<file path="src/scm_pkg.sv">
// ----------------------------------------------------------------------------
// scm_pkg: shared types and constants of the serial command master
// Phase codes, sequencer state, item and result records.
// ----------------------------------------------------------------------------
package scm_pkg;

  localparam int unsigned HalfW = 16;

  localparam logic [HalfW-1:0] HalfReset   = 16'd10;
  localparam logic [7:0]       ShortMask   = 8'hC0;
  localparam logic [7:0]       NibbleMask  = 8'hF0;
  localparam logic [3:0]       ShortBits   = 4'd3;
  localparam logic [3:0]       LongBits    = 4'd8;
  localparam logic [3:0]       ReadBits    = 4'd8;
  localparam logic             ActStart    = 1'b1;

  // sequencer phases, one-hot
  typedef enum logic [7:0] {
    PH_IDLE      = 8'b0000_0001,
    PH_S1        = 8'b0000_0010,
    PH_S2        = 8'b0000_0100,
    PH_S3        = 8'b0000_1000,
    PH_BIT_LOW   = 8'b0001_0000,
    PH_BIT_HIGH  = 8'b0010_0000,
    PH_READ_HIGH = 8'b0100_0000,
    PH_READ_LOW  = 8'b1000_0000
  } phase_e;

  typedef struct packed {
    phase_e           phase;
    logic [3:0]       bit_cnt;
    logic [HalfW-1:0] wait_cnt;
    logic [7:0]       shreg;
    logic             short_cmd;
    logic             want_rb;
    logic             pin_clk;
    logic             pin_dat;
    logic             pin_drv;
  } state_t;

  typedef struct packed {
    logic       action;
    logic [7:0] command_byte;
    logic       data_pin_in;
  } item_t;

  typedef struct packed {
    logic       clock_pin;
    logic       data_pin_out;
    logic       data_drive;
    logic       busy_res;
    logic       done_res;
    logic [7:0] read_byte;
  } res_t;

endpackage

</file>
<file path="src/scm_if.sv">
// ----------------------------------------------------------------------------
// scm_if: channel interfaces of the serial command master
// Request, result and configuration channels with valid/ready.
// ----------------------------------------------------------------------------
interface scm_req_if;
  logic       valid;
  logic       ready;
  logic       action;
  logic [7:0] command_byte;
  logic       data_pin_in;

  modport source (output valid, action, command_byte, data_pin_in, input ready);
  modport sink   (input valid, action, command_byte, data_pin_in, output ready);
endinterface

interface scm_res_if;
  logic       valid;
  logic       ready;
  logic       clock_pin;
  logic       data_pin_out;
  logic       data_drive;
  logic       busy_res;
  logic       done_res;
  logic [7:0] read_byte;

  modport source (output valid, clock_pin, data_pin_out, data_drive, busy_res,
                  done_res, read_byte, input ready);
  modport sink   (input valid, clock_pin, data_pin_out, data_drive, busy_res,
                  done_res, read_byte, output ready);
endinterface

interface scm_cfg_if;
  logic        valid;
  logic        ready;
  logic [15:0] data;

  modport source (output valid, data, input ready);
  modport sink   (input valid, data, output ready);
endinterface

</file>
<file path="src/serial_command_master_top.sv">
// ----------------------------------------------------------------------------
// serial_command_master_top: two-wire command master, tick driven
// Input register, sequencer step logic and output register.
// ----------------------------------------------------------------------------
// Usage:
//   req_i  : one transfer per tick. action = 1 starts a command with
//            command_byte (ignored while busy); data_pin_in is the sampled
//            data line level.
//   res_o  : one transfer per request: pin levels, busy, done and the byte
//            read back on the finishing tick.
//   cfg_i  : writes half_period_ticks; always ready, write only while idle.
// Path: a request passes the input register, then its step result is captured
//   in the result register, from which it is offered on res_o.
// Throughput: one request per cycle unless res_o stalls; the sequencer step between
//   the two registers is a single pass of narrow logic with one 16-bit decrement.
// Reset: sequencer idle, clock high, data low and driven, half period 10.
// When res_o stalls, the result register holds; the input register takes
//   one more request, then req_i.ready drops until the result moves on.
// ----------------------------------------------------------------------------
module serial_command_master_top (
  input  logic        clk_i,
  input  logic        rst_ni,
  scm_req_if.sink     req_i,
  scm_res_if.source   res_o,
  scm_cfg_if.sink     cfg_i
);
  import scm_pkg::*;

  localparam state_t StateReset = '{
    phase:     PH_IDLE,
    bit_cnt:   4'd0,
    wait_cnt:  '0,
    shreg:     8'h00,
    short_cmd: 1'b0,
    want_rb:   1'b0,
    pin_clk:   1'b1,
    pin_dat:   1'b0,
    pin_drv:   1'b1
  };

  logic             in_vld_q;
  item_t            in_item_q;
  logic             out_vld_q;
  res_t             out_res_q;
  state_t           state_q;
  state_t           state_d;
  res_t             res_d;
  logic [HalfW-1:0] half_q;
  logic             advance;
  logic             req_ready;

  assign advance   = in_vld_q && (!out_vld_q || res_o.ready);
  assign req_ready = !in_vld_q || advance;
  assign req_i.ready = req_ready;
  assign cfg_i.ready = 1'b1;

  // configuration register
  always_ff @(posedge clk_i or negedge rst_ni) begin
    if (!rst_ni) begin
      half_q <= HalfReset;
    end else if (cfg_i.valid) begin
      half_q <= cfg_i.data;
    end
  end

  // input register
  always_ff @(posedge clk_i or negedge rst_ni) begin
    if (!rst_ni) begin
      in_vld_q <= 1'b0;
    end else if (req_ready) begin
      in_vld_q <= req_i.valid;
    end
  end

  always_ff @(posedge clk_i) begin
    if (req_ready && req_i.valid) begin
      in_item_q.action       <= req_i.action;
      in_item_q.command_byte <= req_i.command_byte;
      in_item_q.data_pin_in  <= req_i.data_pin_in;
    end
  end

  // sequencer step
  scm_step u_step (
    .cur_i  (state_q),
    .item_i (in_item_q),
    .half_i (half_q),
    .nxt_o  (state_d),
    .res_o  (res_d)
  );

  // sequencer state and result valid
  always_ff @(posedge clk_i or negedge rst_ni) begin
    if (!rst_ni) begin
      state_q   <= StateReset;
      out_vld_q <= 1'b0;
    end else if (advance) begin
      state_q   <= state_d;
      out_vld_q <= 1'b1;
    end else if (res_o.ready) begin
      out_vld_q <= 1'b0;
    end
  end

  // result register
  always_ff @(posedge clk_i) begin
    if (advance) begin
      out_res_q <= res_d;
    end
  end

  assign res_o.valid        = out_vld_q;
  assign res_o.clock_pin    = out_res_q.clock_pin;
  assign res_o.data_pin_out = out_res_q.data_pin_out;
  assign res_o.data_drive   = out_res_q.data_drive;
  assign res_o.busy_res     = out_res_q.busy_res;
  assign res_o.done_res     = out_res_q.done_res;
  assign res_o.read_byte    = out_res_q.read_byte;

endmodule

</file>
<file path="src/scm_step.sv">
// ----------------------------------------------------------------------------
// scm_step: next-state logic of the waveform sequencer
// Works out the new sequencer state and the result for one tick.
// ----------------------------------------------------------------------------
module scm_step (
  input  scm_pkg::state_t         cur_i,
  input  scm_pkg::item_t          item_i,
  input  logic [scm_pkg::HalfW-1:0] half_i,
  output scm_pkg::state_t         nxt_o,
  output scm_pkg::res_t           res_o
);
  import scm_pkg::*;

  logic [HalfW-1:0] reload;
  logic [HalfW-1:0] wait_dec;
  logic [3:0]       bit_dec;
  logic [7:0]       sh_next;
  logic             done;
  logic [7:0]       rd_byte;
  state_t           nxt;

  // a zero half period counts as one tick
  assign reload   = (half_i == '0) ? HalfW'(1) : half_i;
  assign wait_dec = cur_i.wait_cnt - HalfW'(1);
  assign bit_dec  = cur_i.bit_cnt - 4'd1;
  assign sh_next  = {cur_i.shreg[6:0], 1'b0};

  // one tick of the sequencer
  always_comb begin
    nxt     = cur_i;
    done    = 1'b0;
    rd_byte = '0;
    if (cur_i.phase == PH_IDLE) begin
      if (item_i.action == ActStart) begin
        nxt.short_cmd = (item_i.command_byte & ShortMask) == ShortMask;
        nxt.want_rb   = (item_i.command_byte & NibbleMask) == 8'h00;
        nxt.bit_cnt   = ((item_i.command_byte & ShortMask) == ShortMask) ?
                        ShortBits : LongBits;
        nxt.shreg     = item_i.command_byte;
        nxt.pin_drv   = 1'b1;
        nxt.pin_dat   = 1'b0;
        nxt.pin_clk   = 1'b0;
        nxt.wait_cnt  = reload;
        nxt.phase     = PH_S1;
      end
    end else begin
      nxt.wait_cnt = wait_dec;
      if (wait_dec == '0) begin
        case (cur_i.phase)
          PH_S1: begin
            nxt.pin_clk  = 1'b1;
            nxt.wait_cnt = reload;
            nxt.phase    = PH_S2;
          end
          PH_S2: begin
            nxt.pin_dat  = 1'b1;
            nxt.wait_cnt = reload;
            nxt.phase    = PH_S3;
          end
          PH_S3: begin
            nxt.pin_clk  = 1'b0;
            nxt.pin_dat  = cur_i.shreg[7];
            nxt.wait_cnt = reload;
            nxt.phase    = PH_BIT_LOW;
          end
          PH_BIT_LOW: begin
            nxt.pin_clk  = 1'b1;
            nxt.wait_cnt = reload;
            nxt.phase    = PH_BIT_HIGH;
          end
          PH_BIT_HIGH: begin
            nxt.pin_clk = 1'b0;
            nxt.shreg   = sh_next;
            nxt.bit_cnt = bit_dec;
            if (bit_dec != 4'd0) begin
              nxt.pin_dat  = sh_next[7];
              nxt.wait_cnt = reload;
              nxt.phase    = PH_BIT_LOW;
            end else begin
              nxt.pin_dat = 1'b0;
              if (!cur_i.short_cmd && cur_i.want_rb) begin
                // release data and start the read-back
                nxt.pin_drv  = 1'b0;
                nxt.pin_clk  = 1'b1;
                nxt.bit_cnt  = ReadBits;
                nxt.wait_cnt = reload;
                nxt.phase    = PH_READ_HIGH;
              end else begin
                done = 1'b1;
              end
            end
          end
          PH_READ_HIGH: begin
            nxt.shreg    = {cur_i.shreg[6:0], item_i.data_pin_in};
            nxt.pin_clk  = 1'b0;
            nxt.wait_cnt = reload;
            nxt.phase    = PH_READ_LOW;
          end
          PH_READ_LOW: begin
            nxt.bit_cnt = bit_dec;
            if (bit_dec != 4'd0) begin
              nxt.pin_clk  = 1'b1;
              nxt.wait_cnt = reload;
              nxt.phase    = PH_READ_HIGH;
            end else begin
              nxt.pin_drv = 1'b1;
              nxt.pin_dat = 1'b0;
              rd_byte     = cur_i.shreg;
              done        = 1'b1;
            end
          end
          default: begin
            done = 1'b1;
          end
        endcase
        if (done) begin
          nxt.phase    = PH_IDLE;
          nxt.wait_cnt = '0;
        end
      end
    end
  end

  assign nxt_o = nxt;

  // result of this tick
  always_comb begin
    res_o.clock_pin    = nxt.pin_clk;
    res_o.data_pin_out = nxt.pin_dat;
    res_o.data_drive   = nxt.pin_drv;
    res_o.busy_res     = nxt.phase != PH_IDLE;
    res_o.done_res     = done;
    res_o.read_byte    = rd_byte;
  end

endmodule

</file>
<file path="src/flat_wrapper.sv">
// flat-port wrapper written by rule: the top's interface ports become plain ports
module serial_command_master_top_flat import scm_pkg::*;
  (clk_i, rst_ni, req_i_valid, req_i_action, req_i_command_byte, req_i_data_pin_in, req_i_ready, res_o_valid, res_o_clock_pin, res_o_data_pin_out, res_o_data_drive, res_o_busy_res, res_o_done_res, res_o_read_byte, res_o_ready, cfg_i_valid, cfg_i_data, cfg_i_ready);
  scm_req_if req_i_i ();
  scm_res_if res_o_i ();
  scm_cfg_if cfg_i_i ();
  input  logic clk_i;
  input  logic rst_ni;
  input wire logic [$bits(req_i_i.valid)-1:0] req_i_valid;
  input wire logic [$bits(req_i_i.action)-1:0] req_i_action;
  input wire logic [$bits(req_i_i.command_byte)-1:0] req_i_command_byte;
  input wire logic [$bits(req_i_i.data_pin_in)-1:0] req_i_data_pin_in;
  output wire logic [$bits(req_i_i.ready)-1:0] req_i_ready;
  output wire logic [$bits(res_o_i.valid)-1:0] res_o_valid;
  output wire logic [$bits(res_o_i.clock_pin)-1:0] res_o_clock_pin;
  output wire logic [$bits(res_o_i.data_pin_out)-1:0] res_o_data_pin_out;
  output wire logic [$bits(res_o_i.data_drive)-1:0] res_o_data_drive;
  output wire logic [$bits(res_o_i.busy_res)-1:0] res_o_busy_res;
  output wire logic [$bits(res_o_i.done_res)-1:0] res_o_done_res;
  output wire logic [$bits(res_o_i.read_byte)-1:0] res_o_read_byte;
  input wire logic [$bits(res_o_i.ready)-1:0] res_o_ready;
  input wire logic [$bits(cfg_i_i.valid)-1:0] cfg_i_valid;
  input wire logic [$bits(cfg_i_i.data)-1:0] cfg_i_data;
  output wire logic [$bits(cfg_i_i.ready)-1:0] cfg_i_ready;
  assign req_i_i.valid = req_i_valid;
  assign req_i_i.action = req_i_action;
  assign req_i_i.command_byte = req_i_command_byte;
  assign req_i_i.data_pin_in = req_i_data_pin_in;
  assign req_i_ready = req_i_i.ready;
  assign res_o_valid = res_o_i.valid;
  assign res_o_clock_pin = res_o_i.clock_pin;
  assign res_o_data_pin_out = res_o_i.data_pin_out;
  assign res_o_data_drive = res_o_i.data_drive;
  assign res_o_busy_res = res_o_i.busy_res;
  assign res_o_done_res = res_o_i.done_res;
  assign res_o_read_byte = res_o_i.read_byte;
  assign res_o_i.ready = res_o_ready;
  assign cfg_i_i.valid = cfg_i_valid;
  assign cfg_i_i.data = cfg_i_data;
  assign cfg_i_ready = cfg_i_i.ready;
  serial_command_master_top u_core (.clk_i(clk_i), .rst_ni(rst_ni), .req_i(req_i_i), .res_o(res_o_i), .cfg_i(cfg_i_i));
endmodule
</file>
<file path="config.mk">
export PLATFORM = sky130hd
export DESIGN_NAME = serial_command_master_top_flat
export DESIGN_NICKNAME = d
export VERILOG_FILES = /design/src/scm_pkg.sv /design/src/scm_if.sv /design/src/serial_command_master_top.sv /design/src/scm_step.sv /design/src/flat_wrapper.sv
export SDC_FILE = /design/constraint.sdc
export NUM_CORES = 1
export LEC_CHECK = 0
export BUFFER_PORTS_ARGS = -buffer_cell sky130_fd_sc_hd__buf_2
export CORE_UTILIZATION = 60
export CTS_CLUSTER_SIZE = 8
export DETAILED_ROUTE_END_ITERATION = 8
export HOLD_SLACK_MARGIN = 0.02
export PLACE_DENSITY = 0.8
export SYNTH_ARGS = -nofsm -noshare
export SYNTH_HDL_FRONTEND = slang
export SYNTH_SLANG_ARGS = --single-unit
</file>
<file path="constraint.sdc">
create_clock -name clk_i -period 4.7 [get_ports clk_i]
set_input_delay 0.94 -clock clk_i [delete_from_list [all_inputs] [get_ports clk_i]]
set_output_delay 0.94 -clock clk_i [all_outputs]
set_load 0.05 [all_outputs]
</file>
# Word level (Yosys, flattened, before mapping)
# Cells that the tools add are included.
word_totals:
  ff_bits: 82
  in_bits: 31
  wordCells: 98
classes:
  add_sub_neg: 2
  eq_ne: 11
  muxes: 37
  bitwise: 2
  reduce_logical: 25
op_table:
  columns: ["operator", "count"]
  rows:
  - ["two-way mux 36 bit", 2]
  - ["two-way mux 16 bit", 4]
  - ["case mux 8 bit (7 select lines)", 1]
  - ["case mux 16 bit (3 select lines)", 1]
  - ["two-way mux 41 bit", 1]
  - ["zero test 16 bit", 2]
  - ["two-way mux 28 bit", 1]
  - ["two-way mux 8 bit", 3]
  - ["case mux 8 bit (2 select lines)", 1]
  - ["subtractor 16 x 1 -> 16 bit, second input constant", 1]
  - ["two-way mux 1 bit", 13]
  - ["equality test 8 x 1 -> 1 bit, second input constant", 1]
  - ["equality test 8 x 2 -> 1 bit, second input constant", 1]
  - ["equality test 8 x 3 -> 1 bit, second input constant", 1]
  - ["equality test 8 x 4 -> 1 bit, second input constant", 1]
  - ["equality test 8 x 5 -> 1 bit, second input constant", 1]
  - ["equality test 8 x 6 -> 1 bit, second input constant", 1]
  - ["equality test 8 x 7 -> 1 bit, second input constant", 1]
  - ["equality test 8 bit, second input constant", 1]
  - ["zero test 8 bit", 1]
  - ["two-way mux 4 bit", 2]
  - ["!= test 8 x 1 -> 1 bit, second input constant", 1]
  - ["case mux 1 bit (4 select lines)", 2]
  - ["case mux 4 bit (2 select lines)", 1]
  - ["20 further kinds", 32]

# Logic depth before layout (Yosys ltp)
logic_depth:
  ltp_word: 11
  mapped_depth: 12

# Hierarchy
# A second synthesis with hierarchy kept.
unflattened:
  cells_unflattened: 459
  hier_area_um2: 4982.3
by_module_without_submodules:
  columns: ["mod", "instances", "cells_each", "area_each_um2", "seq_area_each_um2"]
  rows:
  - ["serial_command_master_top", 1, 154, 3083.0, 2173.3]
  - ["scm_step", 1, 305, 1899.3, 0.0]

# Worst setup path before layout
# Ideal clock, no wire load.
synth_path:
  kind: "reg-to-reg"
  startpoint: "register u_core.state_q[16] in the netlist's numbering"
  endpoint: "register u_core.state_q[10] in the netlist's numbering"
  setup_time_ps: 125
  arrival_ps: 2723
  setup_slack_ps: 1852
  path_stages_with_launch: 9
  period_less_slack_ps: 2848
  cell_sequence: "dfrtp_1 -> buf_6 -> or4_4 -> or3_1 -> xnor2_2 -> a211oi_2 -> nand4_1 -> a21oi_2 -> mux2_2"
synth_via:
  elab_chain_len: 4
synth_lines:
  columns: ["item", "line", "text"]
  rows:
  - ["start: declaration", "serial_command_master_top.sv:45", "state_t state_q;"]
  - ["start signal: assignment", "serial_command_master_top.sv:95", "state_q <= StateReset;"]
  - ["start signal: assignment", "serial_command_master_top.sv:98", "state_q <= state_d;"]
  - ["subtractor 16 x 1 -> 16 bit", "scm_step.sv:24", "assign wait_dec = cur_i.wait_cnt - HalfW'(1);"]
  - ["zero test 16 bit", "scm_step.sv:48", "if (wait_dec == '0) begin"]
  - ["nonzero test 2 bit (no source line)", null, null]
  - ["AND reduction 4 bit (no source line)", null, null]
# No other way between the ends.
# A chain may end at the register's enable or synchronous reset.

# Final worst setup path
layout_path:
  startpoint: "register u_core.state_q[36] in the netlist's numbering"
  endpoint: "register u_core.state_q[7] in the netlist's numbering"
layout_via:
  elab_chain_len: 3
  word_cells_on_any_way: 8
  cone_classes: "eq/ne (4); mux (1); reduce/logical (3)"
layout_lines:
  columns: ["item", "line", "text"]
  rows:
  - ["equality test 8 x 1 -> 1 bit (tied with other cells)", "scm_step.sv:33", "if (cur_i.phase == PH_IDLE) begin"]
  - ["!= test 2 x 1 -> 1 bit (no source line) (tied with other cells)", null, null]
  - ["AND reduction 4 bit (no source line)", null, null]
# Parallel ways exist; a longest one is shown, timed or not.

==> results.toml <==
[synth]
syn_nets = 464
async_flop_share_pct = 72.0
synth_top_flop_cell = "dfrtp_1"
ys_ff_latch = 82
ys_warn_count = 0
avgSynthCellArea_um2 = 10.6
synth_edf_count = 23
synth.distinct_cells = 73
synth_seq_area_share_pct = 48.0
syn_area_mm2 = 0.00453
synth_cells = 429

[sta]
finalCritPeriodShare_pct = 69.5
hold_slack_ns = 0.488
rsz0062_at_grt = "false"
post-route-min-period_ns = 3.26
final.setup.tns_ns = 0
finalSetupViolCount = 0
hold_viol = 0
slew_headroom_pct = 41.0
max_clock_freq_mhz = 306
finalClockSkew_ns = 0.0118
finalMaxSlewViolations = 0
worst_pin_slew_ns = 0.885

[global_route]
grt_pass1_wl_mm = 16.8
grt_pass1_vias = 3343
antenna_found_initial = 0
grt_max_degree = 60
grt_overflow = 0
grtUsageTotal_pct = 28.7

[critical_path]
crit_path_end_kind = "flop"
r2r_setup_slack_ns = 1.44
cpMaxStageDelayCell = "o21ai_2"
reg2reg_depth = 6
crit_type = "reg -> reg"
cpLargestDelayFamily = "simple AND/OR/NAND/NOR gates"
critPathMaxFanout = 18
arrival_ns = 3.49
timing.rr.start = "u_core.state_q[36]"
cp.required_ns = 4.92
cp_num_buf_inv = 0
max_stage_delay_ns = 0.73
worst_setup_path_start_kind = "flop"
cp_common_cell = "or4b_4"
crit_chain = "nor2_1 > or4b_4 > or4b_4 > o21ai_2 > a21oi_2 > mux2_2"
r2r-end = "u_core.state_q[7]"

[finish]
antennaDiodeCount = 0
fin_nets = 498
drive_above_1_share_pct = 24.6
fin_cells = 567
syn2layout_area_growth_pct = 9.75

[hold_path]
whs_path_depth = 2
hp-class = "reg -> reg"
hold_end = "u_core.state_q[3]"
min-delay-start = "u_core.state_q[3]"

[floorplan]
num_rows = 31
ios = 47
die_x_um = 88.9
initial_core_util_pct = 62.1
die_h_um = 88.9
dieArea_mm2 = 0.00790
core_area_mm2 = 0.00729

[place]
dp_cells = 551
numPortBuffers = 45
dpl.hpwl_mm = 7.66
gp_congestion = 0.936

[clock_network]
cts_setup_buffers = 0
clk_latency_ns = 0.35
postCtsResizedCells = 0
cts_buffers = 9
cts.htree.levels = 3
cts_tree = "done"
cts_hold_repair.buffers = 0
cts.sinks = 82
cts_buffer_depth = 2
ctsRootBufferMaster = "clkbuf_8"
clkTransAtPathRegs_ns = 0.09

[drt]
met3_length_um = 767
dr.pass1.iters = 5
avgViaCountPerCell = 6.52
drt-initial-drc-count = 456
wl_per_cell_um = 18.8
routed_wl_mm = 10.7
drc = 0
top_layer_used = "met4"
drt.antenna.violating_nets = 0
via_count = 3695
wl_met1_mm = 4.86
wl_met2_mm = 4.88

[pwr]
leakagePower_nw = 2.14
peakVddDrop_v = 0.000236
design_power_total_mw = 1.66
p_int_mw = 1.15
p_per_area_mw_per_mm2 = 334
comb_power_share_pct = 16.0
clockPowerShare_pct = 31.4
power_frac_seq_pct = 52.5
p_sw_share_pct = 30.9
p_switching_mw = 0.513

[flow_run]
drv_cap = 0

[outcome]
status = "finished, final reports clean"
## worst min-delay path, cell delays in order, from the launching register on
cell and delay (ns):
dfrtp_1 0.35, nand2_1 0.05, o21ai_0 0.06
## registers in the layout, indices dropped and copies added, names as in the netlist
signal and cells:
u_core.res_o.busy_res 1, u_core.state_q 41, u_core.res_o.done_res 1, u_core.res_o.data_pin_out 1, u_core.half_q 16, u_core.in_vld_q 1, u_core.res_o.valid 1, u_core.res_o.clock_pin 1
u_core.res_o.read_byte 8, u_core.in_item_q 10, u_core.res_o.data_drive 1
## through the flow
step | utilization, % | cell area [um2] | setup WS (ns)
floorplan | - | 4530 | 1.85
global route | 68.2 | 4970 | 1.28
detailed placement | 65.4 | 4770 | 1.33
finish | 68.2 | 4970 | 1.44
CTS | 68.2 | 4970 | 1.47
global placement | 65.4 | 4770 | 1.47
## worst max-delay path by stage
| stage | start | to | slack, ns | cells after the start |
|---|---|---|---|---|
| 5_1_grt | u_core.state_q[23] | u_core.state_q[21] | 1.28 | 7 |
| 6_report | u_core.state_q[36] | u_core.state_q[7] | 1.44 | 6 |
| 2_1_floorplan | u_core.state_q[16] | u_core.state_q[10] | 1.85 | 8 |
| 3_3_place_gp | res_o_ready | u_core.state_q[8] | 1.47 | 7 |
| 4_1_cts | u_core.state_q[16] | u_core.state_q[7] | 1.47 | 7 |
| 3_5_place_dp | res_o_ready | u_core.state_q[7] | 1.33 | 7 |
## power groups by stage
stage	clock, mW	combinational, mW	sequential, mW
after CTS	0.529	0.262	0.868
after floorplan	0	0.204	0.867
after global routing	0.554	0.287	0.878
after global placement	0	0.253	0.881
after detailed placement	0	0.259	0.882
final	0.522	0.265	0.872
## layout make-up
type	instances	area (um2)
well taps	99	124
repair buffers	49	255
flip-flops and latches	82	2170
clock buffers	9	124
inverters	13	48.8
fillers	574	2320
clock inverters	7	76.3
multi-input cells	308	2170
## cell families (layout without fill, tap and decap cells)
group	count (synthesis)	in the layout	synth area share [%]
AO/OA/AOI/OAI	107	107	17.5
XOR/XNOR	12	12	2.49
adder cells (fa/ha/maj)	4	4	1.10
buffers and inverters	39	78	4.11
flip-flops	82	82	48.0
multiplexers	30	30	7.32
other	1	1	0.0828
AND/OR/NAND/NOR	154	154	19.4
## cell usage after synthesis (4+ instances only)
master,n,share of area [%]
or3_1,4,0.55
a21o_1,10,1.7
nand4_1,8,1.1
o2bb2ai_1,6,1.2
inv_1,12,0.99
nand3b_1,4,0.66
buf_2,5,0.55
edfxtp_1,23,15
o21ai_0,20,2.2
a22o_1,9,1.7
a31oi_1,5,0.69
clkbuf_1,15,1.2
and3_1,12,1.7
nor2_1,28,2.3
nor4_1,7,0.97
nand2_1,36,3.0
o22ai_1,6,0.83
dfstp_2,5,2.9
nand3_1,6,0.66
a21oi_1,9,0.99
a32o_1,4,0.88
dfrtp_1,54,30
xnor2_1,5,0.97
xor2_1,6,1.2
a221o_1,7,1.5
ha_1,4,1.1
nor3_1,13,1.4
nor2b_1,5,0.69
mux2i_1,5,1.1
o31ai_1,4,0.66
mux2_2,25,6.2
nand2b_1,6,0.83
o211ai_1,4,0.66
## routing by layer
metal | vias up | global-route usage, %
li1 | 1684 | -
met1 | 1792 | 42.1
met2 | 202 | 43.8
met3 | 17 | 5.36
met4 | 0 | 8.21
met5 | - | 0
## cell usage in the layout, fill, tap and decap left out, drive strengths merged, types with 5 or more instances in the layout
cell type | Yosys | routed
dfrtp | 54 | 54
buf | 11 | 49
nand2 | 36 | 36
nor2 | 28 | 28
mux2 | 25 | 25
edfxtp | 23 | 23
o21ai | 21 | 21
nor3 | 15 | 15
inv | 12 | 14
and3 | 12 | 12
a21o | 10 | 10
a21oi | 10 | 10
nor4 | 10 | 10
a22o | 9 | 9
clkbuf | 15 | 9
nand4 | 8 | 8
a221o | 7 | 7
nand2b | 6 | 6
o22ai | 6 | 6
xor2 | 6 | 6
nand3 | 6 | 6
o2bb2ai | 6 | 6
xnor2 | 6 | 6
nor2b | 5 | 5
a31oi | 5 | 5
mux2i | 5 | 5
dfstp | 5 | 5
or4 | 5 | 5
Power figures use the tool's default switching activity.
